[src/rtl/salc_pkg.sv]
package salc_pkg;

   localparam int MAX_SET_BITS = 6;
   localparam int MAX_WAYS     = 8;
   localparam int ADDR_BITS    = 64;

   localparam int NUM_SETS      = 1 << MAX_SET_BITS;
   localparam int SET_IDX_BITS  = (MAX_SET_BITS > 0) ? MAX_SET_BITS : 1;
   localparam int WAY_IDX_BITS  = (MAX_WAYS > 1) ? $clog2(MAX_WAYS) : 1;
   localparam int WAY_LEAVES    = 1 << WAY_IDX_BITS;
   localparam int WAY_CNT_BITS  = $clog2(MAX_WAYS + 1);
   localparam int TAG_BITS      = ADDR_BITS;
   localparam int TIME_BITS     = 64;
   localparam int COUNT_BITS    = 32;

   localparam int CFG_SET_W     = 3;
   localparam int CFG_WAYS_W    = 4;
   localparam int CFG_OFF_W     = 6;
   localparam int SHIFT_W       = CFG_OFF_W + 1;
   localparam int CSR_INDEX_W   = 2;
   localparam int CSR_DATA_W    = 6;

   // register indexes
   localparam logic [CSR_INDEX_W-1:0] CSR_SET_BITS    = 2'd0;
   localparam logic [CSR_INDEX_W-1:0] CSR_WAYS        = 2'd1;
   localparam logic [CSR_INDEX_W-1:0] CSR_OFFSET_BITS = 2'd2;

   // access kinds
   localparam logic [1:0] OP_LOAD   = 2'd0;
   localparam logic [1:0] OP_STORE  = 2'd1;
   localparam logic [1:0] OP_MODIFY = 2'd2;
   localparam logic [1:0] OP_NONE   = 2'd3;

   // outcomes
   localparam logic [1:0] OUT_HIT   = 2'd0;
   localparam logic [1:0] OUT_MISS  = 2'd1;
   localparam logic [1:0] OUT_EVICT = 2'd2;

   typedef struct packed {
      logic                 valid;
      logic [TAG_BITS-1:0]  tag;
      logic [TIME_BITS-1:0] last_use;
   } line_type;

   typedef line_type [MAX_WAYS-1:0] row_type;

   typedef struct packed {
      logic en;
      logic [TIME_BITS-1:0] val;
      logic [WAY_IDX_BITS-1:0] idx;
   } node_type;

   typedef struct packed {
      logic start;   // latch address, read set row
      logic cmp;     // tag compare, first tree level
      logic commit;  // write row back, post first result
      logic second;  // post the store half of a modify
      logic last;    // last flag for the committed result
   } dp_cmd_type;

   typedef struct packed {
      logic out_free;
   } dp_status_type;

endpackage

[src/rtl/salc_ctrl.sv]
module salc_ctrl import salc_pkg::*; (
   input  logic          clock,
   input  logic          reset,
   input  logic          req_valid,
   input  logic [1:0]    req_op,
   output logic          req_ready,
   input  dp_status_type status,
   output dp_cmd_type    cmd
);

   localparam logic [1:0] ST_IDLE   = 2'd0;
   localparam logic [1:0] ST_CMP    = 2'd1;
   localparam logic [1:0] ST_PICK   = 2'd2;
   localparam logic [1:0] ST_SECOND = 2'd3;

   logic [1:0] state_ff, state_in;
   logic       modify_ff, modify_in;

   always_comb begin
      state_in  = state_ff;
      modify_in = modify_ff;
      cmd       = '0;
      req_ready = (state_ff == ST_IDLE);
      case (state_ff)
         ST_IDLE: begin
            // an unused op code is taken and dropped
            if (req_valid && req_op != OP_NONE) begin
               cmd.start = 1'b1;
               modify_in = (req_op == OP_MODIFY);
               state_in  = ST_CMP;
            end
         end
         ST_CMP: begin
            cmd.cmp  = 1'b1;
            state_in = ST_PICK;
         end
         ST_PICK: begin
            if (status.out_free) begin
               cmd.commit = 1'b1;
               cmd.last   = !modify_ff;
               state_in   = modify_ff ? ST_SECOND : ST_IDLE;
            end
         end
         ST_SECOND: begin
            if (status.out_free) begin
               cmd.second = 1'b1;
               state_in   = ST_IDLE;
            end
         end
         default: state_in = ST_IDLE;
      endcase
   end

   always_ff @(posedge clock) begin
      if (reset) begin
         state_ff  <= ST_IDLE;
         modify_ff <= 1'b0;
      end else begin
         state_ff  <= state_in;
         modify_ff <= modify_in;
      end
   end

endmodule

[config.mk]
export PLATFORM = sky130hd
export DESIGN_NAME = salc_ctrl
export DESIGN_NICKNAME = d
export VERILOG_FILES = /design/src/rtl/salc_pkg.sv /design/src/rtl/salc_ctrl.sv
export SDC_FILE = /design/constraint.sdc
export NUM_CORES = 1
export LEC_CHECK = 0
export BUFFER_PORTS_ARGS = -buffer_cell sky130_fd_sc_hd__buf_2
export CELL_PAD_IN_SITES_DETAIL_PLACEMENT = 0
export CELL_PAD_IN_SITES_GLOBAL_PLACEMENT = 1
export CORE_AREA = 4 4 41 43
export CTS_CLUSTER_SIZE = 10
export DETAILED_ROUTE_END_ITERATION = 6
export DIE_AREA = 0 0 45 47
export GPL_TIMING_DRIVEN = 0
export PLACE_DENSITY_LB_ADDON = 0.05
export SLEW_MARGIN = 20
export SYNTH_ARGS = -nofsm -noshare
export SYNTH_HDL_FRONTEND = slang
export SYNTH_SLANG_ARGS = --single-unit
[constraint.sdc]
create_clock -name clock -period 2.3 [get_ports clock]
set_input_delay 0.46 -clock clock [delete_from_list [all_inputs] [get_ports clock]]
set_output_delay 0.46 -clock clock [all_outputs]
set_load 0.02 [all_outputs]
Yosys cells after proc, flatten, opt, wreduce, memory -nomap -nowiden
Cells that the tools add are included.
Storage, ports and cells
  register bits: 3
  input bits: 6
  output and inout bits: 6
  logic and storage cells: 28
Operators by class
  eq/ne operators: 8
  mux-type cells: 13
  reductions and logical operators: 5
Operator list (number)
  $mux 1: 8
  $mux 2: 4
  $pmux 2 s4: 1
  $eq 2x2->1 const B: 3
  $ne 2x2->1 const B: 3
  $reduce_and 3->1: 1
  $eq 2x1->1 const B: 1
  $logic_not 2->1: 1
  $ne 2x1->1 const B: 1
  $reduce_and 2->1: 1
  $logic_and 1x1->1: 1
  $logic_not 1->1: 1

Logic depth before layout (Yosys ltp)
Gate-level depths: netlist of run 1.
  depth after elaboration: 4
  depth in mapped cells: 3
  mapped depth without buffers: 3

Worst setup path after synthesis of run 1
Ideal clock, no wire load.
  path kind: input to output
  start point: input req_valid
  end point: output cmd[4] (netlist bit)
  arrival: 1.129 ns
  required time: 1.840 ns
  slack: 0.711 ns
  stages on the path: 3
  buffers on the path: 0
  cells stage by stage: or3b_4 > a21o_1 > inv_1
RTL lines
  from (decl): line salc_ctrl.sv:4  | input logic req_valid,
  to (decl): line salc_ctrl.sv:8  | output dp_cmd_type cmd

==> results of run 1 <==
==> per-stage QoR <==
stage	cell area, µm²	util (%)	instances	power (µW)
floorplan	180	-	23	83.6
global placement	254	19.5	49	98.9
detailed placement	254	19.5	49	98.5
CTS	280	21.5	53	194
global route	280	21.5	53	200
finish	280	21.5	53	187
==> report_power, final <==
part	total [µW]	leakage [µW]	switching [µW]	internal, µW
clock	90.5	0.0000150	25.6	64.9
combinational	36.0	0.000115	19.3	16.6
sequential	60.7	0.0000246	4.84	55.8
total	187	0.000155	49.8	137
==> cell usage in the layout, fill, tap and decap left out <==
cell type  synthesis  final
and2b_2            1      1
o21ai_0            1      1
inv_1              3      3
nand3_1            2      2
and3_2             1      1
nor3_2             1      1
a21oi_1            1      1
buf_2              0     11
nand2_1            1      1
dfxtp_1            3      3
clkbuf_1           0      1
or3b_4             1      1
a31oi_1            1      1
or2b_1             1      1
a21o_1             1      1
nor2_1             3      3
o21ba_1            1      1
nor3_1             1      1
clkbuf_4           0      3
==> logic make-up (layout without fill, tap and decap cells) <==
group	count (synthesis)	in the layout	synth area share [%]
AND/OR/NAND/NOR	12	12	41.7
flip-flops	3	3	33.3
AO/OA/AOI/OAI	5	5	18.7
buffers and inverters	3	18	6.25
==> state kept, by name, indices dropped and copies added (netlist names) <==
signal,count
state_ff,2
modify_ff,1
==> cell usage after synthesis <==
master | instances | area share, %
dfxtp_1 | 3 | 33
inv_1 | 3 | 6.2
nor2_1 | 3 | 6.2
nand3_1 | 2 | 5.6
a21o_1 | 1 | 4.2
a21oi_1 | 1 | 2.8
a31oi_1 | 1 | 3.5
and2b_2 | 1 | 4.9
and3_2 | 1 | 4.2
nand2_1 | 1 | 2.1
nor3_1 | 1 | 2.8
nor3_2 | 1 | 5.6
o21ai_0 | 1 | 2.8
o21ba_1 | 1 | 5.6
or2b_1 | 1 | 4.2
or3b_4 | 1 | 6.2
==> worst max-delay path: stages, from the launching register on <==
cell and delay (ns):
dfxtp_1 0.36, or3b_4 0.42, a21o_1 0.18, inv_1 0.05, buf_2 0.15
==> metal layers <==
layer,track usage (%),part of all wire [%],vias to the layer above
met3,1.92,6.6,0
li1,-,-,107
met4,5.26,0,0
met2,8.76,57,4
met1,5.44,36,89
met5,0,0,-
==> path summary, 6_finish.rpt <==
path | slack, ns | startpoint | cells after the start | endpoint
worst min register to register | 0.58 | state_ff[1]$_SDFFE_PP0P_ | 2 | state_ff[1]$_SDFFE_PP0P_
worst min-delay path | 0.44 | reset | 2 | state_ff[1]$_SDFFE_PP0P_
worst max register to register | 1.14 | state_ff[0]$_SDFFE_PP0P_ | 3 | state_ff[0]$_SDFFE_PP0P_
worst max-delay path | 0.45 | state_ff[0]$_SDFFE_PP0P_ | 4 | cmd[4]
==> layout make-up <==
class                           instances  area (µm²)
Clock buffer                            4        26.3
Timing Repair Buffer                   11        55.1
Sequential cell                         3        60.1
Fill cell                             167        1020
Multi-Input combinational cell         17         109
Inverter                                3        11.3
Tap cell                               15        18.8
==> qor.txt, run 1 <==
Root Buffer Master = clkbuf_4
Critical Path Start Type = flop
via count = 200
syn_nets = 29
DRT iter0 DRCs = 0
fmax = 541 MHz
CP max FO = 8
Synth cell types = 16
DRC Markers = 0
IO Count = 12
ANT cells = 0
hold_ws = 0.435 ns
Fin Setup TNS = 0 ns
clk buf depth = 2
# hold bufs at CTS = 0
Worst-path clk slew = 0.04 ns
vias in the first global route = 205
Avg WL per Cell = 9.43 µm
Die H = 47 µm
Worst slew margin = 84.5%
layout cells sized above 1 = 47.4%
Initial Util = 13.8%
FP Rows = 13
CP endpoint kind = output pin
Setup Buffers After CTS = 0
# resized after CTS = 0
worst slew pin tran = 0.232 ns
Antenna Nets Post-Route = 0
critical path class = flop to output pin
nets@finish = 45
GP Congestion = 0.647
fin. max-slew vios = 0
Worst VDD drop = 0.168 mV
die area = 2120 µm²
GRT Residual Overflow = 0
Pleak = 0.000155 µW
post-DR vias/cell = 3.77
warning count from the yosys run = 0
Clock Sinks = 3
final count of hold timing violations = 0
Area Growth Syn to Fin = 55.6%
Yosys reg bits = 3
Post-Route WL = 500 µm
RSZ-0062 raised after global routing = false
mapped cell area = 180 µm²
hold crit path type = input port to flop
status = finished clean
All-Layer GR Usage = 5.45%
final critical-path share of the clock period = 80.4%
initial antenna violation count = 0
Avg Cell Area, Syn = 7.83 µm²
skew final = 0.0000494 ns
DP Worst Slack = 0.547 ns
first-pass GRT wire length = 807 µm
crit path DAT = 1.39 ns
PD cells = 668 nW/µm²
Final setup viols = 0
DPL Wire Length = 401 µm
H-tree depth = 1
Die Wd = 45 µm
PortBufs = 11
final worst setup slack = 0.451 ns
Skew-Pair Late Insertion Delay = 0.23 ns
Critical Path RT = 1.84 ns
cts bufs inserted = 3
CTS tree = built
Period minus WS final = 1.85 ns
Core ar. = 1300 µm²
max-cap viol count = 0
drt pass-1 iters = 1
sequential share of the synthesized area = 33.3%
largest net degree at the start of global routing = 9
Cells after Synth = 23
Note: power is estimated with default switching activity, not from simulation.
==> run 2, diff against run 1 <==
==> constraint.sdc (replaced) <==
create_clock -name clock -period 1.7 [get_ports clock]
set_input_delay 0.34 -clock clock [delete_from_list [all_inputs] [get_ports clock]]
set_output_delay 0.34 -clock clock [all_outputs]
set_load 0.02 [all_outputs]
==> run 2 against run 1 <==
Net effect: hold slack got worse by 0.12 ns; combinational power increased by 66%; critical path depth unchanged; global-route usage unchanged; sequential share of layout area decreased by 0.20 points; utilization increased by 2.0 points; highest routed layer unchanged.
==> qor.txt, run 2 (same netlist as run 1, synthesis figures left out) <==
status = finished clean
Comb pwr share = 22.8% (+3.6 points)
net switching power = 70.0 µW (+41%)
fmax = 608 MHz
Antenna Nets Post-Route = 0 (unchanged)
max-cap viol count = 0 (unchanged)
DRC Markers = 0 (unchanged)
CP max FO = 3 (-5)
cell area after placement = 254 µm² (unchanged)
die area = 2120 µm² (unchanged)
via count = 203 (+1.5%)
Critical Path RT = 1.36 ns (-0.48 ns)
GRT Residual Overflow = 0 (unchanged)
layout cells sized above 1 = 57.5% (+10 points)
Largest regs = state_ff x2, modify_ff x1
worst slew pin tran = 0.135 ns (-0.0971 ns)
DRT iter0 DRCs = 2 (+2)
drt pass-1 iters = 2 (+1)
PortBufs = 11 (unchanged)
hold crit path type = input port to flop
Int Power = 193 µW (+40%)
Clock Sinks = 3 (unchanged)
skew final = 0.000210 ns (+0.000160 ns)
Worst Setup SP = state_ff[0]$_SDFFE_PP0P_
cts bufs inserted = 3 (unchanged)
leading cell type in the layout, fill and taps excluded = buf_2
ANT cells = 0 (unchanged)
DPL Wire Length = 401 µm (unchanged)
post-DR vias/cell = 3.69 (-2.2%)
DP Worst Slack = 0.187 ns (-0.360 ns)
reg-to-reg setup timing slack = 0.45 ns (-0.69 ns)
final critical-path share of the clock period = 96.7%
All-Layer GR Usage = 5.45% (unchanged)
Register-to-Register Path Depth = 4 (+1)
FP Rows = 13 (unchanged)
Initial Util = 13.8% (unchanged)
PD cells = 857 nW/µm² (+28%)
Die Wd = 45 µm (unchanged)
clk buf depth = 2 (unchanged)
Avg WL per Cell = 9.87 µm (+4.7%)
Period minus WS final = 1.64 ns
fillers = 167 (unchanged)
R2R Path Start = state_ff[0]$_SDFFE_PP0P_
Hold Crit Start = reset
Worst setup endpoint = cmd[4]
Reg2Reg Capture Point = state_ff[0]$_SDFFE_PP0P_
Root Buffer Master = clkbuf_4
initial antenna violation count = 0 (unchanged)
nets@finish = 47 (+4.4%)
RSZ-0062 raised after global routing = false
Final setup viols = 0 (unchanged)
area of the multi-input gates = 109 µm² (unchanged)
fin area = 307 µm² (+9.4%)
IO Count = 12 (unchanged)
Area Growth Syn to Fin = 70.1%
Die H = 47 µm (unchanged)
CTS tree = built
Sw Share = 26.6% (+0.029 points)
CP endpoint kind = output pin
Register Area = 65.1 µm² (+8.3%)
most frequent cells in the layout = buf_2, nor2_1, clkbuf_4
Worst VDD drop = 0.233 mV (+39%)
H-tree depth = 1 (unchanged)
Worst-path clk slew = 0.04 ns (about the same)
final count of hold timing violations = 0 (unchanged)
final worst setup slack = 0.0564 ns (-0.395 ns)
critical path class = flop to output pin
Reg power frac = 30.7% (-1.7 points)
fin util = 23.6% (+2.0 points)
Pleak = 0.000165 µW (+6.9%)
crit path DAT = 1.30 ns (-0.09 ns)
fin. max-slew vios = 0 (unchanged)
Fin Setup TNS = 0 ns (unchanged)
Core ar. = 1300 µm² (unchanged)
Clk pwr share = 46.5% (-1.9 points)
Skew-Pair Late Insertion Delay = 0.23 ns (about the same)
Critical Path Start Type = flop
Largest register FFs = 2 (unchanged)
vias in the first global route = 205 (unchanged)
Post-Route WL = 543 µm (+8.6%)
Most flops, register = state_ff
Worst slew margin = 90.9% (+6.4 points)
first-pass GRT wire length = 807 µm (unchanged)
largest net degree at the start of global routing = 9 (unchanged)
GP Congestion = 0.647 (unchanged)
run 2: how the worst min path moves through the flow:
stage	to	slack, ns	cells past startpoint
2_1_floorplan	state_ff[1]$_SDFFE_PP0P_	0.41	1
3_3_place_gp	modify_ff$_SDFFE_PP0P_	0.56	2
3_5_place_dp	modify_ff$_SDFFE_PP0P_	0.55	2
4_1_cts	state_ff[1]$_SDFFE_PP0P_	0.30	2
5_1_grt	state_ff[0]$_SDFFE_PP0P_	0.31	2
6_report	state_ff[1]$_SDFFE_PP0P_	0.31	2
run 2: worst max-delay path: stages (launching register included):
cell     delay, ns
dfxtp_4       0.34
or3b_4        0.40
a21o_1        0.18
inv_2         0.05
buf_6         0.10
run 2: final cells by class:
class | count | share of cell area, %
multi-input cells | 17 | 35.5
repair buffers | 13 | 24.9
flip-flops and latches | 3 | 21.2
clock buffers | 4 | 8.57
well taps | 15 | 6.12
inverters | 3 | 3.67
run 2: through the flow:
step | power, µW | hold slack [ns] | cells
final | 263 | 0.311 | 55
after global routing | 279 | 0.311 | 55
after CTS | 265 | 0.303 | 53
after detailed placement | 133 | 0.554 | 49
after global placement | 134 | 0.557 | 49
after floorplan | 113 | 0.409 | 23
run 2: per-layer routing:
metal,wire (µm),vias up,track usage (%)
met5,0,-,0
met2,281,4,8.76
li1,-,111,-
met1,228,88,5.44
met3,33,0,1.92
met4,0,0,5.26
run 2: timing repair:
action,CTS,global route
resized for setup,3,3
endpoints found under the setup margin,1,1
hold buffers,0,0
setup buffers,0,2
run 2: power by group through the flow:
stage / combinational, µW / clock [µW] / sequential (µW)
after detailed placement: 49.6 / 0 / 83.6
after global placement: 49.7 / 0 / 84.0
after floorplan: 31.9 / 0 / 81.1
after CTS: 51.2 / 131 / 83.2
final: 59.8 / 122 / 80.7
after global routing: 65.1 / 133 / 81.0
==> run 3, diff against run 2 <==
==> constraint.sdc (replaced) <==
create_clock -name clock -period 1.39 [get_ports clock]
set_input_delay 0.278 -clock clock [delete_from_list [all_inputs] [get_ports clock]]
set_output_delay 0.278 -clock clock [all_outputs]
set_load 0.02 [all_outputs]
==> run 3 against run 2 <==
Net effect: the flow now finishes with violations (setup timing); clock power up 23%; utilization grew 3.0 points; final area is 13% higher; cell count up 5.5%; register-to-register slack worse by 0.30 ns; critical path depth unchanged; largest power group unchanged; highest routed layer unchanged.
==> qor.txt, run 3 (same netlist as run 1, synthesis figures left out) <==
Root Buffer Master = clkbuf_4
initial antenna violation count = 0 (unchanged)
nets@finish = 50 (+6.4%)
clk buf depth = 2 (unchanged)
Worst Hold Depth = 2 (unchanged)
DRC Markers = 0 (unchanged)
Clock Sinks = 3 (unchanged)
CP max FO = 2 (-1)
worst slew pin tran = 0.136 ns (+0.00130 ns)
Worst-path clk slew = 0.04 ns (about the same)
PD cells = 966 nW/µm² (+13%)
fmax = 639 MHz
All-Layer GR Usage = 6.31% (+0.87 points)
leading cell type in the layout, fill and taps excluded = buf_2
FP Rows = 13 (unchanged)
final worst setup slack = -0.174 ns (-0.230 ns)
skew final = 0.000547 ns (+0.000337 ns)
final critical-path share of the clock period = 113%
Register-to-Register Path Depth = 4 (unchanged)
Critical Path Start Type = flop
Largest register FFs = 2 (unchanged)
vias in the first global route = 252 (+23%)
Period minus WS final = 1.56 ns
Critical Path RT = 1.11 ns (-0.25 ns)
RSZ-0062 raised after global routing = true
via count = 216 (+6.4%)
CP max stage delay = 0.39 ns (about the same)
Avg WL per Cell = 10.2 µm (+3.2%)
cell area after placement = 254 µm² (unchanged)
Crit path buffers/inverters = 2 (unchanged)
Die Wd = 45 µm (unchanged)
Post-Route WL = 591 µm (+8.8%)
first-pass GRT wire length = 945 µm (+17%)
crit path cell chain = or3b_4, a21o_1, inv_2, buf_6
Reg2Reg Capture Point = state_ff[0]$_SDFFE_PP0P_
die area = 2120 µm² (unchanged)
Pleak = 0.000185 µW (+12%)
slowest library cell on the worst path = or3b_4
fin util = 26.5% (+3.0 points)
cts bufs inserted = 3 (unchanged)
PortBufs = 11 (unchanged)
critical path depth = 4 (unchanged)
critical path class = flop to output pin
Final setup viols = 2 (+2)
hold crit path type = input port to flop
Die H = 47 µm (unchanged)
most frequent cells in the layout = buf_2, buf_4, nor2_1, clkbuf_4
CP delay by family, top = simple AND/OR/NAND/NOR gates
DPL Wire Length = 401 µm (unchanged)
CP endpoint kind = output pin
fin. max-slew vios = 0 (unchanged)
crit path DAT = 1.29 ns (about the same)
Endpoint, Worst Hold = state_ff[1]$_SDFFE_PP0P_
Most flops, register = state_ff
Skew-Pair Late Insertion Delay = 0.23 ns (about the same)
Antenna Nets Post-Route = 0 (unchanged)
DRT iter0 DRCs = 0 (-2)
Worst VDD drop = 0.290 mV (+24%)
CTS tree = built
Core ar. = 1300 µm² (unchanged)
failing checks = setup timing
status = finished, violations left
Largest regs = state_ff x2, modify_ff x1
largest net degree at the start of global routing = 8 (-1)
max-cap viol count = 0 (unchanged)
final count of hold timing violations = 0 (unchanged)
GP Congestion = 0.647 (unchanged)
GRT Residual Overflow = 0 (unchanged)
reg-to-reg setup timing slack = 0.15 ns (-0.30 ns)
layout cells sized above 1 = 62.8% (+5.3 points)
IO Count = 12 (unchanged)
drt pass-1 iters = 1 (-1)
fin area = 345 µm² (+13%)
Area Growth Syn to Fin = 91.7%
Initial Util = 13.8% (unchanged)
R2R Path Start = state_ff[0]$_SDFFE_PP0P_
Worst slew margin = 90.8% (about the same)
ANT cells = 0 (unchanged)
Hold Crit Start = reset
H-tree depth = 1 (unchanged)
post-DR vias/cell = 3.72 (+0.90%)
==> run 3: cell types whose count changed in the layout (fill, tap and decap cells not counted) <==
cell,change
buf_4,+4
buf_2,-2
buf_6,+1
dfxtp_2,-1
dfxtp_4,+1
nor3_1,-1
nor3_2,+1
==> run 3: final cells by class <==
| class | count | area, µm² |
|---|---|---|
| Clock buffer | 4 | 26.3 |
| Tap cell | 15 | 18.8 |
| Timing Repair Buffer | 16 | 108 |
| Multi-Input combinational cell | 17 | 114 |
| Inverter | 3 | 11.3 |
| Sequential cell | 3 | 67.6 |
| Fill cell | 172 | 956 |
==> run 3: power breakdown <==
part,switching (µW),internal [µW],leakage (µW)
combinational,42.5,46.5,0.000144
clock,42.5,107,0.0000150
sequential,3.74,91.1,0.0000260
total,88.7,245,0.000185
==> run 3: repair_timing <==
item	in CTS	in global routing
setup endpoints to repair	2	3
setup buffers	5	0
hold buffers	0	0
pin swaps	1	1
resized for setup	8	3
==> run 3: layer usage <==
| layer | GRT usage, % | up-vias | wire (µm) |
|---|---|---|---|
| met3 | 1.92 | 0 | 46 |
| met4 | 5.26 | 0 | 0 |
| met1 | 5.44 | 95 | 206 |
| met5 | 0 | - | 0 |
| met2 | 11.9 | 4 | 338 |
| li1 | - | 117 | - |
==> run 3: worst max-delay path by stage <==
stage | from | end | slack, ns
global placement | state_ff[0]$_SDFFE_PP0P_ | cmd[4] | -0.05
detailed placement | state_ff[0]$_SDFFE_PP0P_ | cmd[4] | -0.05
CTS | state_ff[1]$_SDFFE_PP0P_ | cmd[4] | -0.19
global route | state_ff[0]$_SDFFE_PP0P_ | cmd[4] | -0.23
finish | state_ff[0]$_SDFFE_PP0P_ | cmd[4] | -0.17
floorplan | state_ff[0]$_SDFFE_PP0P_ | cmd[4] | 0.07
==> run 3: per-stage QoR <==
step,total power (µW),std cells,TNS (ns),setup WS [ns],hold WS [ns]
detailed placement,163,49,-0.0465,-0.0465,0.492
CTS,342,58,-0.202,-0.190,0.239
finish,334,58,-0.174,-0.174,0.248
global route,356,58,-0.265,-0.228,0.244
global placement,164,49,-0.0538,-0.0538,0.495
floorplan,138,23,0,0.0692,0.347
